--- config.mk ---
export PLATFORM = sky130hd
export DESIGN_NAME = periodic_task_table_scheduler
export DESIGN_NICKNAME = d
export VERILOG_FILES = /design/src/rtl/ptts_pkg.sv /design/src/rtl/ptts_slot_table.sv /design/src/rtl/periodic_task_table_scheduler.sv
export SDC_FILE = /design/constraint.sdc
export NUM_CORES = 1
export LEC_CHECK = 0
export BUFFER_PORTS_ARGS = -buffer_cell sky130_fd_sc_hd__buf_2
export CELL_PAD_IN_SITES_DETAIL_PLACEMENT = 1
export CELL_PAD_IN_SITES_GLOBAL_PLACEMENT = 1
export CORE_ASPECT_RATIO = 0.6
export CORE_UTILIZATION = 30
export CTS_CLUSTER_DIAMETER = 200
export DETAILED_ROUTE_END_ITERATION = 10
export PLACE_DENSITY_LB_ADDON = 0.15
export SYNTH_ARGS = -nofsm -noshare
export SYNTH_HDL_FRONTEND = slang
export SYNTH_SLANG_ARGS = --single-unit
--- constraint.sdc ---
create_clock -name clk_i -period 12.5 [get_ports clk_i]
set_input_delay 1.875 -clock clk_i [delete_from_list [all_inputs] [get_ports clk_i]]
set_output_delay 1.875 -clock clk_i [all_outputs]
set_load 0.005 [all_outputs]
--- src/rtl/ptts_pkg.sv ---
// package: shared types and constants of the periodic task table scheduler
package ptts_pkg;

  localparam int unsigned NumSlotsDefault = 8;

  localparam int unsigned ModeW   = 3;
  localparam int unsigned HandleW = 16;
  localparam int unsigned DelayW  = 16;
  localparam int unsigned PeriodW = 16;
  localparam int unsigned SlotW   = 6;

  typedef enum logic [ModeW-1:0] {
    MODE_INIT   = 3'd0,
    MODE_DEINIT = 3'd1,
    MODE_CREATE = 3'd2,
    MODE_DELETE = 3'd3,
    MODE_MODIFY = 3'd4,
    MODE_TICK   = 3'd5,
    MODE_RUN    = 3'd6
  } mode_e;

  // one stored slot row
  typedef struct packed {
    logic [HandleW-1:0] handle;
    logic [DelayW-1:0]  delay;
    logic [PeriodW-1:0] period;
  } slot_row_t;

  // table update controls from the sequencer
  typedef struct packed {
    logic wr_en;
    logic set_vld;
    logic clr_vld;
    logic set_rdy;
    logic clr_rdy;
    logic clear_all;
  } tbl_op_t;

endpackage

--- src/rtl/ptts_slot_table.sv ---
// slot table: row memory with per-slot occupied and ready flags
module ptts_slot_table #(
  parameter int unsigned NUM_SLOTS = ptts_pkg::NumSlotsDefault,
  parameter int unsigned SW        = $clog2(NUM_SLOTS)
) (
  input  logic                clk_i,
  input  logic                rst_ni,
  input  logic [SW-1:0]       rd_addr_i,
  input  logic [SW-1:0]       wr_idx_i,
  input  ptts_pkg::slot_row_t wr_row_i,
  input  ptts_pkg::tbl_op_t   op_i,
  output ptts_pkg::slot_row_t rd_row_o,
  output logic                rd_vld_o,
  output logic                rd_rdy_o,
  output logic [NUM_SLOTS-1:0] vld_o
);

  ptts_pkg::slot_row_t mem [NUM_SLOTS];
  logic [NUM_SLOTS-1:0] vld_q, vld_d;
  logic [NUM_SLOTS-1:0] rdy_q, rdy_d;

  always_ff @(posedge clk_i) begin
    if (op_i.wr_en) begin
      mem[wr_idx_i] <= wr_row_i;
    end
    rd_row_o <= mem[rd_addr_i];
  end

  always_comb begin
    vld_d = vld_q;
    rdy_d = rdy_q;
    if (op_i.set_vld) vld_d[wr_idx_i] = 1'b1;
    if (op_i.clr_vld) vld_d[wr_idx_i] = 1'b0;
    if (op_i.set_rdy) rdy_d[wr_idx_i] = 1'b1;
    if (op_i.clr_rdy) rdy_d[wr_idx_i] = 1'b0;
    if (op_i.clear_all) begin
      vld_d = '0;
      rdy_d = '0;
    end
  end

  always_ff @(posedge clk_i or negedge rst_ni) begin
    if (!rst_ni) begin
      vld_q    <= '0;
      rdy_q    <= '0;
      rd_vld_o <= 1'b0;
      rd_rdy_o <= 1'b0;
    end else begin
      vld_q    <= vld_d;
      rdy_q    <= rdy_d;
      rd_vld_o <= vld_q[rd_addr_i];
      rd_rdy_o <= rdy_q[rd_addr_i];
    end
  end

  assign vld_o = vld_q;

endmodule

--- src/rtl/periodic_task_table_scheduler.sv ---
// top level: time-triggered cooperative scheduler over a table of task slots
//
// channel   dir  handshake                      payload
// s_axis    in   s_axis_tvalid_i/tready_o       tuser: mode; tdata: handle, delay, period, slot
// m_axis    out  m_axis_tvalid_o/tready_i       tdata: status, slot, dispatched, handle
//
// init, deinit, delete, tick and undefined modes, and create or modify with a null handle, go from accept
// straight to the finish state, which raises tvalid once the output register is free; otherwise create
// and modify walk the table one slot per cycle; run walks once for dispatch, and once more over all slots
// when a tick is pending; the single memory read port paces the walks
// reset clears the table at once through per-slot occupied flags, no clearing pass
// one command at a time; a finished result waits in the output register under stall
module periodic_task_table_scheduler #(
  parameter int unsigned NUM_SLOTS = ptts_pkg::NumSlotsDefault
) (
  input  logic        clk_i,
  input  logic        rst_ni,
  // slave side
  input  logic        s_axis_tvalid_i,
  output logic        s_axis_tready_o,
  input  logic [55:0] s_axis_tdata_i,  // task_handle[15:0], delay[31:16], period[47:32],
                                       // slot_index[53:48], zero fill[55:54]
  input  logic [2:0]  s_axis_tuser_i,  // mode[2:0]
  // master side
  output logic        m_axis_tvalid_o,
  input  logic        m_axis_tready_i,
  output logic [23:0] m_axis_tdata_o   // status[0], assigned_slot[6:1], dispatched[7],
                                       // dispatched_handle[23:8]
);

  localparam int unsigned SW   = $clog2(NUM_SLOTS);
  localparam int unsigned CntW = SW + 1;
  localparam logic [CntW-1:0]             NumSlotsC = CntW'(NUM_SLOTS);
  localparam logic [ptts_pkg::SlotW:0]    NumSlotsI = (ptts_pkg::SlotW + 1)'(NUM_SLOTS);

  typedef enum logic [3:0] {
    ST_IDLE      = 4'b0001,
    ST_WALK_CMD  = 4'b0010,
    ST_WALK_TICK = 4'b0100,
    ST_FINISH    = 4'b1000
  } state_e;

  state_e state_q, state_d;

  // input field unpacking
  ptts_pkg::mode_e                 in_mode;
  logic [ptts_pkg::HandleW-1:0]    in_handle;
  logic [ptts_pkg::DelayW-1:0]     in_delay;
  logic [ptts_pkg::PeriodW-1:0]    in_period;
  logic [ptts_pkg::SlotW-1:0]      in_slot;

  assign in_mode   = ptts_pkg::mode_e'(s_axis_tuser_i);
  assign in_handle = s_axis_tdata_i[15:0];
  assign in_delay  = s_axis_tdata_i[31:16];
  assign in_period = s_axis_tdata_i[47:32];
  assign in_slot   = s_axis_tdata_i[53:48];

  // latched command
  ptts_pkg::mode_e              cmd_mode_q, cmd_mode_d;
  logic [ptts_pkg::HandleW-1:0] cmd_handle_q, cmd_handle_d;
  logic [ptts_pkg::DelayW-1:0]  cmd_delay_q, cmd_delay_d;
  logic [ptts_pkg::PeriodW-1:0] cmd_period_q, cmd_period_d;

  // scheduler flags
  logic initialized_q, initialized_d;
  logic tick_pending_q, tick_pending_d;

  // walk sequencer: issue counter and the slot whose row arrives this cycle
  logic [CntW-1:0] iss_q, iss_d;
  logic            ev_vld_q, ev_vld_d;
  logic [SW-1:0]   ev_idx_q, ev_idx_d;

  // result under construction
  logic                         res_status_q, res_status_d;
  logic [ptts_pkg::SlotW-1:0]   res_slot_q, res_slot_d;
  logic                         res_disp_q, res_disp_d;
  logic [ptts_pkg::HandleW-1:0] res_handle_q, res_handle_d;

  // output register
  logic        out_vld_q, out_vld_d;
  logic [23:0] out_data_q, out_data_d;

  // table interface
  logic [SW-1:0]        rd_addr;
  logic [SW-1:0]        wr_idx;
  ptts_pkg::slot_row_t  wr_row;
  ptts_pkg::tbl_op_t    tbl_op;
  ptts_pkg::slot_row_t  rd_row;
  logic                 rd_vld;
  logic                 rd_rdy;
  logic [NUM_SLOTS-1:0] slot_vld;

  ptts_slot_table #(
    .NUM_SLOTS(NUM_SLOTS),
    .SW       (SW)
  ) u_table (
    .clk_i    (clk_i),
    .rst_ni   (rst_ni),
    .rd_addr_i(rd_addr),
    .wr_idx_i (wr_idx),
    .wr_row_i (wr_row),
    .op_i     (tbl_op),
    .rd_row_o (rd_row),
    .rd_vld_o (rd_vld),
    .rd_rdy_o (rd_rdy),
    .vld_o    (slot_vld)
  );

  logic accept;
  logic walk_end;
  logic found;
  logic del_ok;

  assign s_axis_tready_o = (state_q == ST_IDLE);
  assign accept          = s_axis_tvalid_i && s_axis_tready_o;
  assign walk_end        = !ev_vld_q && (iss_q == NumSlotsC);
  assign del_ok          = ({1'b0, in_slot} < NumSlotsI) && slot_vld[in_slot[SW-1:0]];

  always_comb begin
    state_d        = state_q;
    cmd_mode_d     = cmd_mode_q;
    cmd_handle_d   = cmd_handle_q;
    cmd_delay_d    = cmd_delay_q;
    cmd_period_d   = cmd_period_q;
    initialized_d  = initialized_q;
    tick_pending_d = tick_pending_q;
    iss_d          = iss_q;
    ev_vld_d       = 1'b0;
    ev_idx_d       = ev_idx_q;
    res_status_d   = res_status_q;
    res_slot_d     = res_slot_q;
    res_disp_d     = res_disp_q;
    res_handle_d   = res_handle_q;
    out_vld_d      = out_vld_q && !m_axis_tready_i;
    out_data_d     = out_data_q;
    rd_addr        = iss_q[SW-1:0];
    wr_idx         = ev_idx_q;
    wr_row         = rd_row;
    tbl_op         = '0;
    found          = 1'b0;

    unique case (state_q)
      ST_IDLE: begin
        if (accept) begin
          cmd_mode_d   = in_mode;
          cmd_handle_d = in_handle;
          cmd_delay_d  = in_delay;
          cmd_period_d = in_period;
          res_status_d = 1'b0;
          res_slot_d   = '0;
          res_disp_d   = 1'b0;
          res_handle_d = '0;
          iss_d        = '0;
          state_d      = ST_FINISH;
          unique case (in_mode)
            ptts_pkg::MODE_INIT: begin
              if (initialized_q) begin
                res_status_d = 1'b1;
              end else begin
                tbl_op.clear_all = 1'b1;
                initialized_d    = 1'b1;
              end
            end
            ptts_pkg::MODE_DEINIT: begin
              if (initialized_q) begin
                tbl_op.clear_all = 1'b1;
                initialized_d    = 1'b0;
              end else begin
                res_status_d = 1'b1;
              end
            end
            ptts_pkg::MODE_CREATE,
            ptts_pkg::MODE_MODIFY: begin
              // refused up front on a null handle, else searched over the table
              res_status_d = 1'b1;
              if (in_handle != '0) state_d = ST_WALK_CMD;
            end
            ptts_pkg::MODE_DELETE: begin
              if (del_ok) begin
                wr_idx         = in_slot[SW-1:0];
                tbl_op.clr_vld = 1'b1;
                tbl_op.clr_rdy = 1'b1;
              end else begin
                res_status_d = 1'b1;
              end
            end
            ptts_pkg::MODE_TICK: begin
              tick_pending_d = 1'b1;
            end
            ptts_pkg::MODE_RUN: begin
              state_d = ST_WALK_CMD;
            end
            default: begin
              res_status_d = 1'b1;
            end
          endcase
        end
      end

      ST_WALK_CMD: begin
        // issue the next slot read while the previous row is evaluated
        if (iss_q < NumSlotsC) begin
          iss_d    = iss_q + CntW'(1);
          ev_vld_d = 1'b1;
          ev_idx_d = iss_q[SW-1:0];
        end
        if (ev_vld_q) begin
          unique case (cmd_mode_q)
            ptts_pkg::MODE_CREATE: begin
              if (!rd_vld) begin
                found          = 1'b1;
                wr_row.handle  = cmd_handle_q;
                wr_row.delay   = cmd_delay_q;
                wr_row.period  = cmd_period_q;
                tbl_op.wr_en   = 1'b1;
                tbl_op.set_vld = 1'b1;
                tbl_op.clr_rdy = 1'b1;
                res_status_d   = 1'b0;
                res_slot_d     = ptts_pkg::SlotW'(ev_idx_q);
              end
            end
            ptts_pkg::MODE_MODIFY: begin
              if (rd_vld && (rd_row.handle == cmd_handle_q)) begin
                // ready flag of the slot is kept
                found         = 1'b1;
                wr_row.delay  = cmd_delay_q;
                wr_row.period = cmd_period_q;
                tbl_op.wr_en  = 1'b1;
                res_status_d  = 1'b0;
              end
            end
            default: begin
              // dispatch: lowest ready slot, one-shot tasks are freed
              if (rd_rdy) begin
                found          = 1'b1;
                res_disp_d     = 1'b1;
                res_handle_d   = rd_row.handle;
                tbl_op.clr_rdy = 1'b1;
                tbl_op.clr_vld = (rd_row.period == '0);
              end
            end
          endcase
        end
        if (found || walk_end) begin
          iss_d    = '0;
          ev_vld_d = 1'b0;
          if ((cmd_mode_q == ptts_pkg::MODE_RUN) && tick_pending_q) begin
            tick_pending_d = 1'b0;
            state_d        = ST_WALK_TICK;
          end else begin
            state_d = ST_FINISH;
          end
        end
      end

      ST_WALK_TICK: begin
        // every occupied slot counts down, or turns ready and, if periodic, reloads
        if (iss_q < NumSlotsC) begin
          iss_d    = iss_q + CntW'(1);
          ev_vld_d = 1'b1;
          ev_idx_d = iss_q[SW-1:0];
        end
        if (ev_vld_q && rd_vld) begin
          if (rd_row.delay == '0) begin
            tbl_op.set_rdy = 1'b1;
            if (rd_row.period != '0) begin
              wr_row.delay = rd_row.period;
              tbl_op.wr_en = 1'b1;
            end
          end else begin
            wr_row.delay = rd_row.delay - ptts_pkg::DelayW'(1);
            tbl_op.wr_en = 1'b1;
          end
        end
        if (walk_end) state_d = ST_FINISH;
      end

      ST_FINISH: begin
        // hand the result over once the output register is free
        if (!out_vld_q || m_axis_tready_i) begin
          out_vld_d  = 1'b1;
          out_data_d = {res_handle_q, res_disp_q, res_slot_q, res_status_q};
          state_d    = ST_IDLE;
        end
      end

      default: begin
        state_d = ST_IDLE;
      end
    endcase
  end

  always_ff @(posedge clk_i or negedge rst_ni) begin
    if (!rst_ni) begin
      state_q        <= ST_IDLE;
      initialized_q  <= 1'b0;
      tick_pending_q <= 1'b0;
      iss_q          <= '0;
      ev_vld_q       <= 1'b0;
      out_vld_q      <= 1'b0;
    end else begin
      state_q        <= state_d;
      initialized_q  <= initialized_d;
      tick_pending_q <= tick_pending_d;
      iss_q          <= iss_d;
      ev_vld_q       <= ev_vld_d;
      out_vld_q      <= out_vld_d;
    end
  end

  // payload registers
  always_ff @(posedge clk_i) begin
    cmd_mode_q   <= cmd_mode_d;
    cmd_handle_q <= cmd_handle_d;
    cmd_delay_q  <= cmd_delay_d;
    cmd_period_q <= cmd_period_d;
    ev_idx_q     <= ev_idx_d;
    res_status_q <= res_status_d;
    res_slot_q   <= res_slot_d;
    res_disp_q   <= res_disp_d;
    res_handle_q <= res_handle_d;
    out_data_q   <= out_data_d;
  end

  assign m_axis_tvalid_o = out_vld_q;
  assign m_axis_tdata_o  = out_data_q;

endmodule

==> run metrics, run 1 <==
WL/cell around 25 um; CP max stage cell nor4b_1; hold_buf cts 0; boundary pin count 89; post-CTS resize count 0; Post-synth top flop edfxtp_1; Port Buffers between 80 and 90; Synth Warn # 0; Max-slew headroom between 20% and 30%; Register Area roughly 16000 sq um; vias in the first global route ~13k; synth top area cells edfxtp_1 65%, mux4_2 10%, dfxtp_1 4.3%; antenna viol nets, final 0; final core occ between 30% and 40%; Starting Density a little under a third; CP startpoint kind input port; synth unique cells between 80 and 90; crit-path max cell delay between 0.7 and 0.8 ns; sequential-to-total area share from yosys stat approximately 73%; Worst VDD drop around 0.0001 V; Critical Path RT roughly 13 ns; Max Cap Violations 0; worst skew pair latency roughly 0.63 ns; commonest cells in the netlist 480 x edfxtp_1, 102 x mux4_2, 100 x nand2_1; Post-synth EDFFs 480; grt ovf 0; CP Class input port to flip-flop; synthesized-area fraction occupied by adder cells less than 1%; largest family of logic cells by synthesized area multiplexers; Power Density around 210 nW/um^2; initial antenna violation count 1; Static Leakage 8.18 nW; global-route wire length before repair between 80000 and 90000 um; final slew viol count 0; vias per inst about 5; fin nets around 1.4k; Layout area overhead 15.2%; post-synth top area share about two thirds; row cnt between 70 and 80; XOR/XNOR Fraction of Synth Area less than 1%; final wirelength around 60000 um; hold slack between 0.4 and 0.5 ns; GPL Wtd Cong between 0.7 and 0.8; Via Count between 10k and 15k; Die W about 350 um; CP cell instances buf_2 -> nor4b_1 -> nand3b_1 -> nor4b_1 -> nand3_1 -> a21oi_4 -> buf_4; post-synth top area cell edfxtp_1; CTS buffer count 54; final hold vios 0; largest net degree at the start of global routing 65; multiplexer share of the synthesized area between 10% and 20%; worst-margin pin slew 1.17 ns; share of cells above drive strength 1 a little over a quarter; Synth Instances between 1k and 1.5k; CORE AREA a little over 70000 sq um; Post-synth ARST share between 5 and 6%; Filler Cells Inserted about 7.3k; mapped cell area about 22000 sq um; f_max between 200 and 250 MHz; post-route clock skew between 0.03 and 0.04 ns; simple-gate area share of the yosys netlist 6.96%; Die H around 210 um; Reg clk slew, reported paths roughly 0.06 ns; Starting DRT DRC Count 928; mean post-synth cell area 17.8 sq um; drc violations 0; Synth Area in Compound Gates 4.79%; # H-tree levels 2; CP Max Fanout 39; Clk Tree Root Cell clkbuf_16; flops & latches, synth approximately 560; status finished clean; post-CTS setup buffer count 0; Min-Delay Path Class flip-flop to flip-flop; RSZ-0062 raised after global routing no; Tcrit/Tclk final a little over a third; Period minus WS final 4.51 ns; Crit path top cell by count nor4b_1; top-count cell post-synth edfxtp_1; Post-DP HPWL 35300 um; Final Setup Violations 0; CTS tree yes; Multi-input gate area about 5900 sq um; global-route usage over all layers between 10% and 20%; Worst setup EP type flip-flop; Critical Path AT between 4 and 5 ns; Initial DRT Pass Iterations 7; total negative slack 0 ns; clock sink count around 560; full die area 75100 sq um; Clock Tree Buf Depth 3
## per-stage QoR
step	power [mW]	area, sq um	std cells	worst slack [ns]
2_1_floorplan	3.33	22200	1249	6.39
3_3_place_gp	3.71	23800	2268	7.32
3_5_place_dp	3.73	23800	2268	7.28
4_1_cts	5.37	25600	2369	7.88
5_1_grt	5.56	25600	2369	7.66
6_report	5.31	25600	2370	7.99
## critical path, delay by kind of cell
kind / cells / cell delay (ns)
buffers and inverters: 2 / 0.87
and+or+nand+nor: 4 / 1.45
AOI/OAI and AO/OA: 1 / 0.48
## worst paths after layout
path	startpoint	endpoint	slack, ns	cells past startpoint
max in group asynchronous	rst_ni	iss_q[1]$_DFFE_PN0P_	10.60	1
worst max register to register	cmd_handle_q[11]$_DFFE_PP_	u_table.mem[4][33]$_DFFE_PP_	7.99	8
worst max-delay path	s_axis_tuser_i[0]	u_table.mem[3][36]$_DFFE_PP_	7.99	7
min in group asynchronous	rst_ni	u_table.vld_o[6]$_DFF_PN0_	1.32	1
worst min-delay path	res_handle_q[4]$_SDFFCE_PN0P_	m_axis_tdata_o[12]$_DFFE_PP_	0.42	0
worst min register to register	res_handle_q[4]$_SDFFCE_PN0P_	m_axis_tdata_o[12]$_DFFE_PP_	0.42	0
## cells by family (layout without fill, tap and decap cells)
logic type | count (synthesis) | in the layout
mux | 157 | 157
fa+ha+maj | 4 | 4
simple gates | 277 | 277
flops | 558 | 558
xor+xnor | 21 | 21
compound gates | 159 | 159
other cells | 1 | 4
buf+inv | 70 | 215
## sequential cells by signal, summed over array words and instances (netlist names), 8 cells and up
register,flops
res_handle_q,16
m_axis_tdata_o,21
cmd_delay_q,16
cmd_handle_q,16
u_table.rdy_q,8
u_table.mem,384
u_table.vld_o,8
u_table.rd_row_o,48
cmd_period_q,16
## layout by cell type, fill, tap and decap left out, drive strengths merged, types with 5 or more instances in the layout
cell type  synthesis  routed
and2              22      22
a22o              19      19
nor2              28      28
clkbuf            36      78
a211oi            17      17
nand2            101     101
clkinv             0      16
a211o              6       6
nand2b            10      10
or4                5       5
o21ai             29      29
nand4              7       7
buf               25     105
xor2              10      10
nor4b              5       5
dfxtp             48      48
mux4             102     102
o31ai              6       6
and3               7       7
nor3b              7       7
nor2b              6       6
nor3              15      15
a21oi             48      48
xnor2             11      11
edfxtp           480     480
mux2              53      53
nand3             23      23
dfrtp             29      29
inv                9      12
nor4              17      17
## final cells by class
type,count,area share [%]
Tap cell,975,4.77
Sequential cell,558,63.1
Timing Repair Buffer,105,2.27
Clock inverter,23,0.857
Multi-Input combinational cell,621,23.0
Clock buffer,78,5.84
Inverter,9,0.132
Antenna cell,1,0.00979
## power breakdown
| part | switching, mW | internal, mW | total, mW |
|---|---|---|---|
| clock | 0.728 | 0.895 | 1.62 |
| combinational | 0.574 | 0.448 | 1.02 |
| sequential | 0.244 | 2.42 | 2.66 |
| total | 1.55 | 3.76 | 5.31 |
## per-layer routing
layer	GRT usage (%)	vias up	wire length, um
li1	-	5216	-
met1	25.0	6333	31000
met2	23.1	188	25600
met3	2.80	65	2360
met4	3.73	0	947
met5	0	-	0
(Power assumes the default switching activity.)
==> run 2, diff against run 1 <==
Clock period 12.5 ns to 4.5 ns, I/O delays scaled along.
==> run metrics, run 2 (synthesized netlist as in run 1, its figures left out) <==
largest net degree at the start of global routing 65 (unchanged); grt ovf 0 (unchanged); Flop pwr share 49.8% (-0.4 points); post-route clock skew 0.0135 ns (-0.0190 ns); final setup margin 0.778 ns (-7.22 ns); drc violations 0 (unchanged); Die H 213 um (unchanged); Clk Tree Root Cell clkbuf_16; Worst VDD drop 0.000338 V (+230%); final wirelength 60200 um (+0.42%); Filler Cells Inserted 7244 (-0.74%); global-route wire length before repair 87900 um (-0.13%); Via Count 11.9k (+0.85%); Starting DRT DRC Count 901 (-2.9%); CP Class flip-flop to flip-flop; final hold vios 0 (unchanged); Die W 353 um (unchanged); hold slack 0.126 ns (-0.294 ns); most frequent cells in the layout 480 x edfxtp_1, 102 x mux4_2, 100 x nand2_1, 83 x buf_2, 56 x clkbuf_16; Critical Path RT 4.77 ns (-7.97 ns); top sig layer met4; Post-DP HPWL 36900 um (+4.4%); cell area after layout 25800 sq um (+1.1%); Power Density 573 nW/um^2 (+180%); full die area 75100 sq um (unchanged); Layout area overhead 16.5%; boundary pin count 89 (unchanged); routed wl met2 25500 um (-0.53%); initial antenna violation count 0 (-1); Tcrit/Tclk final around 83%; most common cell after layout, fill and taps aside edfxtp_1; Max Cap Violations 0 (unchanged); total negative slack 0 ns (unchanged); Critical Path AT 3.99 ns (-0.76 ns); # H-tree levels 2 (unchanged); Biggest register u_table.mem; Initial DRT Pass Iterations 5 (-2); Reg clk slew, reported paths 0.06 ns (about the same); final slew viol count 0 (unchanged); Port Buffers 83 (unchanged); Net Sw Frac 28.7% (-0.43 points); detailed-routing wirelength on met1 31600 um (+1.8%); max reg flops 384 (unchanged); WL/cell 25.3 um (-0.13%); CP max stage cell nor4_2; share of cells above drive strength 1 28.0% (+0.74 points); Clock Tree Buf Depth 3 (unchanged); Period minus WS final around 3.7 ns; status finished clean; vias in the first global route 12.5k (-1.3%); Post-Place Worst Slack 0.807 ns (-6.48 ns); P_sw 4.25 mW (+180%); post-CTS resize count 0 (unchanged); antenna viol nets, final 0 (unchanged); metal3 WL 2010 um (-15%); hold_buf cts 0 (unchanged); Max-slew headroom 25.6% (+3.7 points); Min-Delay Path Class input port to asynchronous set/reset pin; RSZ-0062 raised after global routing no; Final Setup Violations 0 (unchanged); worst skew pair latency 0.62 ns (about the same); global-route usage over all layers 16.1% (about the same); GPL Wtd Cong 0.756 (-2.8%); CP startpoint kind flip-flop; clock sink count 558 (unchanged); f_max roughly 270 MHz; worst-margin pin slew 1.11 ns (-0.0559 ns); Worst setup EP type flip-flop; Static Leakage 8.28 nW (+1.3%); CORE AREA 72500 sq um (unchanged); Combinational Power Share 19.6% (+0.4 points); clock power share 30.6% (about the same); fin nets 1429 (+0.92%); P_int 10.6 mW (+180%); Placed Area 24100 sq um (+1.0%); CP cell instances xor2_1 -> nor4_2 -> nand3_1 -> o31a_1 -> o21bai_2 -> buf_4 -> a21oi_4 -> buf_12; CP Max Fanout 48 (+23%); Starting Density 30.6% (unchanged); row cnt 76 (unchanged); post-CTS setup buffer count 0 (unchanged); CTS tree yes; vias per inst 4.99 (+0.30%); CTS buffer count 55 (+1.9%); crit-path max cell delay 0.63 ns (-0.09 ns)
[run 2: cell types whose count changed in the layout (fill, tap and decap cells not counted), moves of 2 or more]
cell       before  now
bufinv_16       3    1
clkbuf_8        5   13
clkbuf_1       19   26
clkinv_1        6    1
clkinv_2        9    1
clkbuf_16      54   56
buf_12          0   11
[run 2: area by class of cell]
cell class	instances	area [sq um]	area share, %
repair buffers	117	808	3.13
flip-flops and latches	558	16100	62.4
inverters	9	33.8	0.131
clock buffers	95	1680	6.49
clock inverters	7	80.1	0.310
diodes	1	2.50	0.00968
well taps	975	1220	4.72
multi-input cells	621	5890	22.8
[run 2: final timing paths]
kind,slack (ns),endpoint,startpoint,cells past startpoint
min in group clk_i,0.23,cmd_delay_q[13]$_DFFE_PP_,s_axis_tdata_i[29],1
worst min-delay path,0.13,u_table.vld_o[2]$_DFF_PN0_,rst_ni,1
worst max register to register,0.78,u_table.mem[2][33]$_DFFE_PP_,cmd_handle_q[5]$_DFFE_PP_,8
worst min register to register,0.42,m_axis_tdata_o[14]$_DFFE_PP_,res_handle_q[6]$_SDFFCE_PN0P_,0
max in group asynchronous,3.79,iss_q[1]$_DFFE_PN0P_,rst_ni,1
worst max-delay path,0.78,u_table.mem[2][33]$_DFFE_PP_,cmd_handle_q[5]$_DFFE_PP_,8
[run 2: per-stage QoR]
| step | instances | utilization, % | total power, mW |
|---|---|---|---|
| after floorplan | 1249 | - | 9.24 |
| after global placement | 2280 | 33.2 | 10.4 |
| after detailed placement | 2280 | 33.2 | 10.4 |
| after CTS | 2382 | 35.7 | 15.0 |
| after global routing | 2382 | 35.7 | 15.5 |
| final | 2383 | 35.7 | 14.8 |
[run 2: power groups by stage]
| stage | clock network (mW) | registers (mW) | logic, mW |
|---|---|---|---|
| floorplan | 0 | 7.07 | 2.17 |
| global placement | 0 | 7.48 | 2.88 |
| detailed placement | 0 | 7.49 | 2.94 |
| CTS | 4.68 | 7.39 | 2.96 |
| global route | 4.84 | 7.45 | 3.19 |
| finish | 4.54 | 7.38 | 2.90 |
[run 2: critical path, delay by kind of cell, from the launching register on]
| family | cells | cell delay (ns) |
|---|---|---|
| flops | 1 | 0.40 |
| buf+inv | 2 | 0.63 |
| simple gates | 2 | 1.03 |
| xor+xnor | 1 | 0.25 |
| compound gates | 3 | 0.97 |
[run 2: routing by layer]
layer	up-vias	GRT usage [%]
li1	5228	-
met3	75	2.30
met5	-	0
met4	0	4.12
met1	6407	25.1
met2	192	23.2
